### src/hw/rtl/xrb_pkg.sv
`timescale 1ns / 1ps

package xrb_pkg;

  localparam int unsigned GP_COUNT  = 8;
  localparam int unsigned SEG_COUNT = 6;
  localparam int unsigned GP_AW     = $clog2(GP_COUNT);
  localparam int unsigned SEG_AW    = $clog2(SEG_COUNT);

  typedef enum logic [2:0] {
    CMD_GP_RD   = 3'd0,
    CMD_GP_WR   = 3'd1,
    CMD_FLAG_RD = 3'd2,
    CMD_FLAG_WR = 3'd3,
    CMD_SEG_RD  = 3'd4,
    CMD_SEG_WR  = 3'd5,
    CMD_IP_RD   = 3'd6,
    CMD_IP_WR   = 3'd7
  } cmd_e;

  typedef enum logic [1:0] {
    SIZE_8  = 2'd0,
    SIZE_16 = 2'd1,
    SIZE_32 = 2'd2,
    SIZE_64 = 2'd3
  } size_e;

  localparam logic [63:0] GP_RESET [GP_COUNT] = '{
    64'hbf8db144, 64'h88c5cffb, 64'h1,       64'hae5ff4,
    64'hbf8db0bc, 64'hbf8db118, 64'h9a0ca0,  64'h0
  };

  localparam logic [15:0] SEG_RESET [SEG_COUNT] = '{
    16'h73, 16'h7b, 16'h7b, 16'h7b, 16'h0, 16'h33
  };

  localparam logic [63:0] IP_RESET = 64'h8048354;

  typedef struct packed {
    cmd_e        cmd;
    logic [2:0]  reg_index;
    size_e       size;
    logic [63:0] data;
    logic [4:0]  flag_bit;
    logic        flag_value;
  } req_t;

  typedef struct packed {
    logic [63:0] prev;
    logic        gp_we;
    logic [63:0] gp_wdata;
    logic        seg_we;
    logic [15:0] seg_wdata;
    logic [63:0] ip_d;
    logic [31:0] flags_d;
  } res_t;

endpackage

### src/hw/rtl/x86_register_bank.sv
`timescale 1ns / 1ps

// Emulated x86 register bank: eight 64-bit general registers, six 16-bit
// segment registers, a 64-bit instruction pointer and a 32-bit flags word.
// Every input beat is one access, a read or a write chosen by cmd, and
// yields exactly one output beat that carries the value before the access,
// zero-extended to 64 bits. The block sustains one access per cycle while
// its output is not stalled. The register memories have a registered read
// port; they are read when a beat is taken and written back when that beat
// retires from the execute stage, which a stall can hold. A write followed
// at once by an access to the same register is served by forwarding the
// written value. After reset every register holds its start value at once
// (per-entry valid bits stand in for the memory contents), so no clearing
// pass is needed. A finished result waits in an output register, and the
// next beat is still taken while it waits; only when that register is full
// and stalled does the input stall too.
module x86_register_bank (
  input  logic        clk_i,
  input  logic        rst_ni,
  input  logic        in_valid_i,
  output logic        in_stall_o,
  input  logic [2:0]  cmd_i,
  input  logic [2:0]  reg_index_i,
  input  logic [1:0]  access_size_i,
  input  logic [63:0] write_data_i,
  input  logic [4:0]  flag_bit_i,
  input  logic        flag_value_i,
  output logic        out_valid_o,
  input  logic        out_stall_i,
  output logic [63:0] read_data_o
);

  localparam int unsigned GpAw  = xrb_pkg::GP_AW;
  localparam int unsigned SegAw = xrb_pkg::SEG_AW;

  xrb_pkg::req_t req_in;
  xrb_pkg::req_t req_q;
  xrb_pkg::res_t res;

  logic             accept;
  logic             done;
  logic             busy_q;
  logic             busy_d;
  logic             out_valid_q;
  logic             out_valid_d;
  logic [63:0]      read_data_q;

  logic [GpAw-1:0]  gp_raddr;
  logic [GpAw-1:0]  gp_addr_q;
  logic [SegAw-1:0] seg_addr_q;
  logic             seg_re;
  logic [63:0]      gp_rdata;
  logic [15:0]      seg_rdata;
  logic [63:0]      gp_old;
  logic [15:0]      seg_old;

  logic             gp_fwd_q;
  logic [63:0]      gp_fwd_data_q;
  logic             seg_fwd_q;
  logic [15:0]      seg_fwd_data_q;

  logic [xrb_pkg::GP_COUNT-1:0]  gp_valid_q;
  logic [xrb_pkg::SEG_COUNT-1:0] seg_valid_q;

  logic [63:0]      ip_q;
  logic [31:0]      flags_q;

  assign req_in.cmd        = xrb_pkg::cmd_e'(cmd_i);
  assign req_in.reg_index  = reg_index_i;
  assign req_in.size       = xrb_pkg::size_e'(access_size_i);
  assign req_in.data       = write_data_i;
  assign req_in.flag_bit   = flag_bit_i;
  assign req_in.flag_value = flag_value_i;

  // The item in the execute stage retires when the output register is free
  // or is being emptied in this cycle.
  assign done       = busy_q && (!out_valid_q || !out_stall_i);
  assign in_stall_o = busy_q && !done;
  assign accept     = in_valid_i && !in_stall_o;

  // Byte accesses to indices four to seven reach the high byte of
  // registers zero to three.
  assign gp_raddr = (req_in.size == xrb_pkg::SIZE_8) ? {1'b0, reg_index_i[1:0]} : reg_index_i;
  assign seg_re   = accept && (reg_index_i < 3'(xrb_pkg::SEG_COUNT));

  xrb_ram #(
    .DEPTH (xrb_pkg::GP_COUNT),
    .WIDTH (64)
  ) u_gp_ram (
    .clk_i   (clk_i),
    .we_i    (done && res.gp_we),
    .waddr_i (gp_addr_q),
    .wdata_i (res.gp_wdata),
    .re_i    (accept),
    .raddr_i (gp_raddr),
    .rdata_o (gp_rdata)
  );

  xrb_ram #(
    .DEPTH (xrb_pkg::SEG_COUNT),
    .WIDTH (16)
  ) u_seg_ram (
    .clk_i   (clk_i),
    .we_i    (done && res.seg_we),
    .waddr_i (seg_addr_q),
    .wdata_i (res.seg_wdata),
    .re_i    (seg_re),
    .raddr_i (reg_index_i[SegAw-1:0]),
    .rdata_o (seg_rdata)
  );

  // A forwarded value wins over the memory, and an entry that was never
  // written since reset reads as its start value.
  always_comb begin
    if (gp_fwd_q) begin
      gp_old = gp_fwd_data_q;
    end else if (gp_valid_q[gp_addr_q]) begin
      gp_old = gp_rdata;
    end else begin
      gp_old = xrb_pkg::GP_RESET[gp_addr_q];
    end
  end

  // Segment indices six and seven never reach this value; the execute
  // logic returns zero for them.
  always_comb begin
    if (seg_fwd_q) begin
      seg_old = seg_fwd_data_q;
    end else if (seg_valid_q[seg_addr_q]) begin
      seg_old = seg_rdata;
    end else begin
      seg_old = xrb_pkg::SEG_RESET[seg_addr_q];
    end
  end

  xrb_exec u_exec (
    .req_i     (req_q),
    .gp_old_i  (gp_old),
    .seg_old_i (seg_old),
    .ip_i      (ip_q),
    .flags_i   (flags_q),
    .res_o     (res)
  );

  always_comb begin
    busy_d = busy_q;
    if (accept) begin
      busy_d = 1'b1;
    end else if (done) begin
      busy_d = 1'b0;
    end
  end

  always_comb begin
    out_valid_d = out_valid_q;
    if (done) begin
      out_valid_d = 1'b1;
    end else if (!out_stall_i) begin
      out_valid_d = 1'b0;
    end
  end

  always_ff @(posedge clk_i or negedge rst_ni) begin
    if (!rst_ni) begin
      busy_q      <= 1'b0;
      out_valid_q <= 1'b0;
      gp_fwd_q    <= 1'b0;
      seg_fwd_q   <= 1'b0;
      gp_valid_q  <= '0;
      seg_valid_q <= '0;
      ip_q        <= xrb_pkg::IP_RESET;
      flags_q     <= '0;
    end else begin
      busy_q      <= busy_d;
      out_valid_q <= out_valid_d;
      if (accept) begin
        // The memory read taken in this cycle misses a write-back at the
        // same edge, so the written value is kept aside for the next stage.
        gp_fwd_q  <= done && res.gp_we && (gp_addr_q == gp_raddr);
        seg_fwd_q <= done && res.seg_we && (seg_addr_q == reg_index_i[SegAw-1:0]);
      end else if (done) begin
        // The execute stage empties, so nothing is left to forward to.
        gp_fwd_q  <= 1'b0;
        seg_fwd_q <= 1'b0;
      end
      if (done) begin
        if (res.gp_we) begin
          gp_valid_q[gp_addr_q] <= 1'b1;
        end
        if (res.seg_we) begin
          seg_valid_q[seg_addr_q] <= 1'b1;
        end
        ip_q    <= res.ip_d;
        flags_q <= res.flags_d;
      end
    end
  end

  always_ff @(posedge clk_i) begin
    if (accept) begin
      req_q          <= req_in;
      gp_addr_q      <= gp_raddr;
      seg_addr_q     <= reg_index_i[SegAw-1:0];
      gp_fwd_data_q  <= res.gp_wdata;
      seg_fwd_data_q <= res.seg_wdata;
    end
    if (done) begin
      read_data_q <= res.prev;
    end
  end

  assign out_valid_o = out_valid_q;
  assign read_data_o = read_data_q;

`ifndef SYNTHESIS
  a_fwd_busy : assert property (@(posedge clk_i) disable iff (!rst_ni)
    (gp_fwd_q || seg_fwd_q) |-> busy_q)
    else $error("forwarded value held with no item in the execute stage");

  a_done_out : assert property (@(posedge clk_i) disable iff (!rst_ni)
    done |=> out_valid_q)
    else $error("retired item did not reach the output register");

  a_gp_valid : assert property (@(posedge clk_i) disable iff (!rst_ni)
    (done && res.gp_we) |=> gp_valid_q[$past(gp_addr_q)])
    else $error("general register write did not mark its entry valid");

  a_ip_byte : assert property (@(posedge clk_i) disable iff (!rst_ni)
    (done && (req_q.cmd == xrb_pkg::CMD_IP_WR) && (req_q.size == xrb_pkg::SIZE_8))
      |=> $stable(ip_q))
    else $error("byte write changed the instruction pointer");
`endif

endmodule

### src/hw/rtl/xrb_ram.sv
`timescale 1ns / 1ps

module xrb_ram #(
  parameter int unsigned DEPTH = 8,
  parameter int unsigned WIDTH = 64
) (
  input  logic                     clk_i,
  input  logic                     we_i,
  input  logic [$clog2(DEPTH)-1:0] waddr_i,
  input  logic [WIDTH-1:0]         wdata_i,
  input  logic                     re_i,
  input  logic [$clog2(DEPTH)-1:0] raddr_i,
  output logic [WIDTH-1:0]         rdata_o
);

  logic [WIDTH-1:0] mem [DEPTH];
  logic [WIDTH-1:0] rdata_q;

  always_ff @(posedge clk_i) begin
    if (we_i) begin
      mem[waddr_i] <= wdata_i;
    end
    if (re_i) begin
      rdata_q <= mem[raddr_i];
    end
  end

  assign rdata_o = rdata_q;

endmodule

### src/hw/rtl/xrb_exec.sv
`timescale 1ns / 1ps

module xrb_exec (
  input  xrb_pkg::req_t req_i,
  input  logic [63:0]   gp_old_i,
  input  logic [15:0]   seg_old_i,
  input  logic [63:0]   ip_i,
  input  logic [31:0]   flags_i,
  output xrb_pkg::res_t res_o
);

  logic        byte_hi;
  logic        seg_ok;
  logic [63:0] gp_prev;
  logic [63:0] gp_new;
  logic [63:0] ip_new;
  logic [31:0] flags_new;

  assign byte_hi = req_i.reg_index[2];
  assign seg_ok  = req_i.reg_index < 3'(xrb_pkg::SEG_COUNT);

  // Slice selection and merge for the general registers.
  always_comb begin
    unique case (req_i.size)
      xrb_pkg::SIZE_8: begin
        if (byte_hi) begin
          gp_prev = {56'd0, gp_old_i[15:8]};
          gp_new  = {gp_old_i[63:16], req_i.data[7:0], gp_old_i[7:0]};
        end else begin
          gp_prev = {56'd0, gp_old_i[7:0]};
          gp_new  = {gp_old_i[63:8], req_i.data[7:0]};
        end
      end
      xrb_pkg::SIZE_16: begin
        gp_prev = {48'd0, gp_old_i[15:0]};
        gp_new  = {gp_old_i[63:16], req_i.data[15:0]};
      end
      xrb_pkg::SIZE_32: begin
        gp_prev = {32'd0, gp_old_i[31:0]};
        gp_new  = {gp_old_i[63:32], req_i.data[31:0]};
      end
      default: begin
        gp_prev = gp_old_i;
        gp_new  = req_i.data;
      end
    endcase
  end

  // The pointer has no byte-wide form, so a byte write leaves it alone.
  always_comb begin
    unique case (req_i.size)
      xrb_pkg::SIZE_16: ip_new = {ip_i[63:16], req_i.data[15:0]};
      xrb_pkg::SIZE_32: ip_new = {ip_i[63:32], req_i.data[31:0]};
      xrb_pkg::SIZE_64: ip_new = req_i.data;
      default:          ip_new = ip_i;
    endcase
  end

  always_comb begin
    flags_new                 = flags_i;
    flags_new[req_i.flag_bit] = req_i.flag_value;
  end

  always_comb begin
    res_o.prev      = 64'd0;
    res_o.gp_we     = 1'b0;
    res_o.gp_wdata  = gp_new;
    res_o.seg_we    = 1'b0;
    res_o.seg_wdata = req_i.data[15:0];
    res_o.ip_d      = ip_i;
    res_o.flags_d   = flags_i;
    unique case (req_i.cmd)
      xrb_pkg::CMD_GP_RD: begin
        res_o.prev = gp_prev;
      end
      xrb_pkg::CMD_GP_WR: begin
        res_o.prev  = gp_prev;
        res_o.gp_we = 1'b1;
      end
      xrb_pkg::CMD_FLAG_RD: begin
        res_o.prev = {63'd0, flags_i[req_i.flag_bit]};
      end
      xrb_pkg::CMD_FLAG_WR: begin
        res_o.prev    = {63'd0, flags_i[req_i.flag_bit]};
        res_o.flags_d = flags_new;
      end
      xrb_pkg::CMD_SEG_RD: begin
        res_o.prev = seg_ok ? {48'd0, seg_old_i} : 64'd0;
      end
      xrb_pkg::CMD_SEG_WR: begin
        res_o.prev   = seg_ok ? {48'd0, seg_old_i} : 64'd0;
        res_o.seg_we = seg_ok;
      end
      xrb_pkg::CMD_IP_RD: begin
        res_o.prev = ip_i;
      end
      default: begin
        res_o.prev = ip_i;
        res_o.ip_d = ip_new;
      end
    endcase
  end

endmodule

### config.mk
export PLATFORM = sky130hd
export DESIGN_NAME = x86_register_bank
export DESIGN_NICKNAME = d
export VERILOG_FILES = /design/src/hw/rtl/xrb_pkg.sv /design/src/hw/rtl/x86_register_bank.sv /design/src/hw/rtl/xrb_ram.sv /design/src/hw/rtl/xrb_exec.sv
export SDC_FILE = /design/constraint.sdc
export NUM_CORES = 1
export LEC_CHECK = 0
export ABC_AREA = 1
export ABC_CLOCK_PERIOD_IN_PS = 17500
export BUFFER_PORTS_ARGS = -buffer_cell sky130_fd_sc_hd__buf_2
export CORE_ASPECT_RATIO = 1.75
export CORE_MARGIN = 2
export CORE_UTILIZATION = 40
export CTS_BUF_LIST = sky130_fd_sc_hd__clkbuf_2
export CTS_CLUSTER_SIZE = 24
export DETAILED_ROUTE_END_ITERATION = 12
export GPL_ROUTABILITY_DRIVEN = 0
export PLACE_DENSITY = 0.67
export RECOVER_POWER = 50
export SLEW_MARGIN = 15
export SYNTH_ARGS = -nofsm -noshare
export SYNTH_HDL_FRONTEND = slang
export SYNTH_SLANG_ARGS = --single-unit
### constraint.sdc
create_clock -name clk_i -period 17.5 [get_ports clk_i]
set_input_delay 1.75 -clock clk_i [delete_from_list [all_inputs] [get_ports clk_i]]
set_output_delay 1.75 -clock clk_i [all_outputs]
set_load 0.01 [all_outputs]
==> summary.txt, run 1 <==
Power
  – Max VDD drop: 67.1 uV
  – Leak: roughly 17 nW
  – Tot Pwr: 4.85 mW
  – Int Power: between 3 and 4 mW
  – Flop pwr share: 0.603
  – Sw Pwr: between 1 and 1.5 mW
  – Combinational Power Share: 0.092
  – Clk pwr share: 0.305
  – Sw frac: 0.268
  – Power Density: about 110 nW/um2

Timing
  – Fmax: around 120 MHz
  – Slew @ Worst Pin: between 5 and 6 ns
  – Max-slew headroom: -2.51
  – # setup viols final: 0
  – Slew Limit Fails: between 1000 and 1500
  – Post-route setup TNS: 0 ns
  – RSZ-0062 raised after global routing: false
  – Period minus WS final: between 8 and 9 ns
  – Crit share post-route: 0.459
  – Hold Violations, Final: 0
  – Setup Skew: 0.0843 ns

Worst setup path
  – Reg2Reg Setup Slack: approximately 9.5 ns
  – Critical path class: reg -> reg
  – R2r worst-path depth: 6
  – Worst-path fanout max: 99
  – Reg-to-reg endpoint: u_gp_ram.rdata_o[47]
  – CP dominant cell by count: nand2_1
  – Required time of the critical path: roughly 18 ns
  – Crit start category: flip-flop
  – Family with the most delay on the worst path: buffers and inverters
  – R2r startpoint: out_valid_o
  – Crit-path max cell delay: just under 4 ns
  – Worst endpoint data arrival time: 8.68 ns
  – CP endpoint kind: flip-flop
  – Slowest cell on the critical path: clkinvlp_2
  – Buf/Inv on CP: 3
  – Critical-path cell list: nand2_1 -> nor2_1 -> inv_1 -> nand2_1 -> clkinvlp_2 -> clkbuf_1

Status
  – Violated checks: capacitance limit, slew limit
  – Status: finished with violations

Clock tree
  – Hold_buf cts: 0
  – PostCTS Resize Cnt: 0
  – Clock slew at reported path FFs: roughly 0.11 ns
  – Clock root cell: clkbuf_2
  – CTS max path bufs: 3
  – CTS tree: built
  – CTS Sinks: between 1000 and 1500
  – Setup Fix Bufs, Post-CTS: 0
  – Num CTS Buffers: between 200 and 250
  – H-Tree Depth: 4
  – Worst-Skew Late Latency: roughly 1.6 ns

GRT
  – First-pass GRT wire length: between 150 and 200 mm
  – Remaining Overflow, GRT: 0
  – Overall Global Routing Usage: 0.190
  – Vias in the first global route: 26413
  – Initial antenna violation count: 4
  – Largest net degree at the start of global routing: 136

Synthesis
  – Cells after Synth: 3402
  – Leading cell types by count after synthesis: 911 x edfxtp_1, 558 x nand2_1, 553 x nor2_1
  – Share of flip-flops with an asynchronous set or reset: 0.111
  – Syn_area_per_cell: 12.0 um2
  – Top-count cell post-synth: edfxtp_1
  – Register bit count reported by yosys: roughly 1000
  – Cell variety after synth: 48
  – Top cells by area, synth: edfxtp_1 67%, dfrtp_1 6.5%, nand2_1 5.1%
  – Number of flops mapped to enable cells by yosys: a little over 900
  – Yosys warnings: 0
  – Sequential fraction of the synthesis area: 0.737
  – Largest area contributor in the netlist: edfxtp_1
  – Synth top area share: 0.668
  – Mapped Nets: between 3000 and 4000
  – Main synth FF type: edfxtp_1
  – Cell Area, Synth: 41000 um2

Cells and area
  – Share of layout cells above drive strength 1: 0.154
  – Final net count: ~3700
  – Synthesis-to-layout area growth: 9.50%
  – # fillers: 9414

Min path
  – Hold Crit Endpoint: req_q[75]
  – Hold Crit Class: in -> reg
  – Worst Min Path Start: cmd_i[0]
  – Hold Path Stages: 1

Floorplanning
  – Die span in y: approximately 430 um
  – Top Ports: roughly 150
  – Die X: 246 um
  – Starting Density: 0.402
  – Die Footprint: about 110000 um2
  – Row cnt: around 160
  – Core Area: 102000 um2

Detailed routing
  – DRC errors left: 0
  – Vias per inst: between 5 and 6
  – DRT iter0 DRCs: roughly 2200
  – Post-DRT Antenna Nets: 0
  – DR WL/cell: 19.4 um
  – Total wire length: 99.9 mm
  – Drt first pass iters: 6
  – Via count: 26800

Flow run
  – Max-cap violation count: 21

Place
  – # port buffers: ~150
  – HPWL Detailed: between 50 and 60 mm
==> placed cells by master, fill, tap and decap left out, types with 105 or more instances in the layout <==
| master | n |
|---|---|
| o21ai_0 | 408 |
| nand2_1 | 560 |
| nand3_1 | 164 |
| nor2_1 | 549 |
| edfxtp_1 | 911 |
| buf_2 | 131 |
| dfrtp_1 | 105 |
| clkbuf_2 | 340 |
| inv_1 | 152 |
==> worst register-to-register path: stages, from the launching register on <==
cell	delay, ns
dfrtp_1	0.36
nand2_1	0.08
nor2_1	0.11
inv_1	0.07
nand2_1	0.19
clkinvlp_2	3.86
clkbuf_1	2.46
==> metrics by stage <==
step | std cells | setup slack (ns) | utilization | instance area, um2 | hold WS, ns
floorplan | 3402 | 10.11 | - | 41000 | 0.427
global placement | 4725 | 12.84 | 0.422 | 42900 | 0.442
detailed placement | 4725 | 12.83 | 0.422 | 42900 | 0.453
CTS | 5143 | 13.31 | 0.442 | 45100 | 0.119
global route | 5150 | 8.73 | 0.441 | 44900 | 0.161
finish | 5150 | 9.47 | 0.441 | 44900 | 0.364
==> power by group through the flow <==
stage / Combinational, mW / Clock (mW) / Sequential, mW
after floorplan: 0.285 / 0 / 2.96
after global placement: 0.441 / 0 / 2.96
after detailed placement: 0.451 / 0 / 2.97
after CTS: 0.452 / 1.53 / 2.91
after global routing: 0.500 / 1.64 / 2.94
final: 0.447 / 1.48 / 2.92
==> layer usage <==
metal | GRT usage | vias to the layer above | routed length [um]
met2 | 0.334 | 939 | 51500
li1 | - | 12606 | -
met3 | 0.0374 | 191 | 5890
met5 | 0 | - | 0
met1 | 0.223 | 13064 | 39400
met4 | 0.0833 | 0 | 3070
==> flip-flops by register name, indices dropped and copies added (netlist names) <==
register / count
u_gp_ram.mem: 512
gp_fwd_data_q: 64
u_seg_ram.rdata_o: 16
out_valid_o: 1
gp_valid_q: 8
ip_q: 64
read_data_o: 64
seg_fwd_q: 1
flags_q: 32
gp_fwd_q: 1
seg_valid_q: 6
u_seg_ram.mem: 96
seg_fwd_data_q: 16
gp_addr_q: 3
req_q: 75
u_gp_ram.rdata_o: 64
busy_q: 1
seg_addr_q: 1
==> logic make-up (layout without fill, tap and decap cells) <==
family,after synthesis,count (layout),share of synthesized area
muxes,3,3,0.000824
buffers and inverters,361,768,0.0366
DFF,1025,1025,0.737
other,0,7,0
xor gates and xnor gates,3,3,0.000641
and+or+nand+nor,1333,1333,0.132
adders and majority gates,8,8,0.00244
AOI/OAI and AO/OA,669,669,0.0904
==> worst max path at each step <==
stage,start,to,slack [ns],cells past startpoint
after global routing,out_valid_o,gp_fwd_data_q[48],8.73,6
after global placement,out_stall_i,u_gp_ram.mem[2][22],12.84,9
after floorplan,out_stall_i,gp_fwd_q,10.11,7
after CTS,read_data_o[20],read_data_o[20],13.31,1
after detailed placement,out_stall_i,u_gp_ram.mem[2][29],12.83,9
final,out_valid_o,u_gp_ram.rdata_o[47],9.47,6
==> final cells by class <==
class                   instances  area [um2]  share of cell area
multi-input cells            2016        9280               0.207
repair buffers                185         937              0.0209
flip-flops and latches       1025       30200               0.673
well taps                    1334        1670              0.0372
inverters                     165         637              0.0142
diodes                          7        17.5            0.000390
clock inverters                78         408             0.00909
clock buffers                 340        1700              0.0379
Power figures use the tool's default switching activity.
==> inputs of run 2 (changes only) <==
--- a/config.mk
+++ b/config.mk
@@ -6,7 +6,7 @@
 export NUM_CORES = 1
 export LEC_CHECK = 0
 export ABC_AREA = 1
-export ABC_CLOCK_PERIOD_IN_PS = 17500
+export ABC_CLOCK_PERIOD_IN_PS = 7400
 export BUFFER_PORTS_ARGS = -buffer_cell sky130_fd_sc_hd__buf_2
 export CORE_ASPECT_RATIO = 1.75
 export CORE_MARGIN = 2
==> constraint.sdc (replaced) <==
create_clock -name clk_i -period 7.4 [get_ports clk_i]
set_input_delay 0.74 -clock clk_i [delete_from_list [all_inputs] [get_ports clk_i]]
set_output_delay 0.74 -clock clk_i [all_outputs]
set_load 0.01 [all_outputs]
==> summary.txt, run 2 (same netlist as run 1, synthesis figures left out) <==
Cells and area
  – Reg with most FFs: u_gp_ram.mem
  – Most frequent cells in the layout: 911 x edfxtp_1, 560 x nand2_1, 546 x nor2_1
  – Share of layout cells above drive strength 1: 0.137
  – Top Registers: u_gp_ram.mem x512, u_seg_ram.mem x96, req_q x75
  – # fillers: approximately 9300
  – Most common cell after layout, fill and taps aside: edfxtp_1
  – Synthesis-to-layout area growth: 13.6%
  – Final net count: 3873
  – Max reg flops: 512

GRT
  – Largest net degree at the start of global routing: about 210
  – Remaining Overflow, GRT: 0
  – Vias in the first global route: between 20000 and 30000
  – First-pass GRT wire length: about 160 mm
  – Initial antenna violation count: 3
  – Overall Global Routing Usage: 0.196

Clock tree
  – PostCTS Resize Cnt: 0
  – CTS max path bufs: 3
  – Clock slew at reported path FFs: 0.13 ns
  – H-Tree Depth: 4
  – Setup Fix Bufs, Post-CTS: 0
  – Clock root cell: clkbuf_2
  – Num CTS Buffers: approximately 230
  – CTS tree: built
  – Worst-Skew Late Latency: 1.52 ns
  – CTS Sinks: between 1000 and 1500

Floorplanning
  – Row cnt: between 150 and 200
  – Die Footprint: 105000 um2
  – Die span in y: ~430 um
  – Starting Density: 0.402
  – Core Area: 102000 um2
  – Die X: roughly 250 um
  – Top Ports: roughly 150

Timing
  – Crit share post-route: 0.716
  – Setup Skew: between 0.1 and 0.15 ns
  – Fmax: 189 MHz
  – Slew @ Worst Pin: ~4.2 ns
  – Max-slew headroom: -1.82
  – RSZ-0062 raised after global routing: false
  – Worst setup margin: approximately 2.1 ns
  – # setup viols final: 0
  – Period minus WS final: 5.30 ns
  – Slew Limit Fails: about 730
  – Post-route setup TNS: 0 ns
  – Hold Violations, Final: 0

Power
  – Power Density: 249 nW/um2
  – Leak: between 15 and 20 nW
  – Max VDD drop: ~160 uV

Worst setup path
  – Critical-path cell list: inv_1 -> nor2_4 -> nand3_1 -> nand2_1 -> inv_4 -> nand2_1 -> nand2_1 -> nand3_1 -> nand2_1 -> nand2_1 -> o221ai_1
  – CP endpoint kind: flip-flop
  – Slowest cell on the critical path: nand2_1
  – Crit start category: flip-flop
  – Worst endpoint data arrival time: 6.38 ns
  – Required time of the critical path: between 8 and 9 ns
  – Crit-path max cell delay: approximately 1.9 ns
  – Worst-path fanout max: 54
  – CP dominant cell by count: nand2_1
  – Critical path class: reg -> reg

Detailed routing
  – Vias per inst: between 5 and 6
  – DR WL/cell: between 15 and 20 um
  – Drt first pass iters: 8
  – Post-DRT Antenna Nets: 0
  – Total wire length: a little over 100 mm
  – DRC errors left: 0
  – DRT iter0 DRCs: 2277
  – Via count: between 20000 and 30000

Flow run
  – Max-cap violation count: 14

Place
  – HPWL Detailed: about 59 mm
  – # port buffers: roughly 150
  – Pre-CTS WS: ~3.2 ns

Status
  – Violated checks: capacitance limit, slew limit
  – Status: finished with violations

Min path
  – Hold Crit Class: in -> reg
## run 2: changes by cell type in the layout (fill, tap and decap cells not counted), moves of 6 or more
cell,delta
clkinv_1,+16
clkbuf_1,+40
o21ai_1,+6
clkbuf_2,-11
dlygate4sd3_1,+159
buf_2,-44
## run 2: area by class of cell
type,count,area (um2),share of cell area
Tap cell,1334,1670,0.0359
Inverter,165,646,0.0139
Timing Repair Buffer,348,2530,0.0544
Multi-Input combinational cell,2016,9290,0.200
Clock inverter,98,549,0.0118
Clock buffer,328,1640,0.0353
Sequential cell,1025,30200,0.649
Antenna cell,2,5.00,0.000107
## run 2: worst paths after layout
| kind | endpoint | from | depth (start not counted) | slack [ns] |
|---|---|---|---|---|
| worst min-delay path | busy_q | in_valid_i | 4 | 0.20 |
| min in group asynchronous | ip_q[12] | rst_ni | 4 | 1.30 |
| worst min register to register | seg_valid_q[3] | seg_valid_q[3] | 2 | 0.47 |
| max in group asynchronous | flags_q[27] | rst_ni | 5 | 3.97 |
| worst max-delay path | u_gp_ram.mem[4][14] | gp_addr_q[2] | 11 | 2.10 |
| worst max register to register | u_gp_ram.mem[4][14] | gp_addr_q[2] | 11 | 2.10 |
## run 2: metrics by stage
step / cell area (um2) / util / hold slack [ns] / instances / power [mW]
2_1_floorplan: 41000 / - / 0.427 / 3402 / 7.67
3_3_place_gp: 43000 / 0.422 / 0.440 / 4727 / 8.06
3_5_place_dp: 43000 / 0.422 / 0.448 / 4728 / 8.10
4_1_cts: 46800 / 0.460 / 0.00857 / 5314 / 11.7
5_1_grt: 46600 / 0.457 / 0.103 / 5316 / 12.2
6_report: 46600 / 0.457 / 0.202 / 5316 / 11.6
## run 2: layer usage
layer,share of wire,GRT usage
met5,0,0
met4,0.035,0.0880
met3,0.063,0.0388
met2,0.52,0.351
met1,0.38,0.225
## run 2: critical path, delay by kind of cell, from the launching register on
kind                   cells  cell delay (ns)
flip-flops                 1             0.71
AND/OR/NAND/NOR            8             3.28
AO/OA/AOI/OAI              1             0.40
buffers and inverters      2             0.45
## run 2: repair_timing
| item | 4_1_cts | 5_1_grt |
|---|---|---|
| hold buffers | 160 | 0 |
| endpoints found under the hold margin | 260 | 0 |
| endpoints found under the setup margin | 0 | 0 |
## run 2: report_power, final
group          internal (mW)  switching [mW]
clock network           1.39            2.19
logic                  0.337           0.803
registers               6.75           0.146
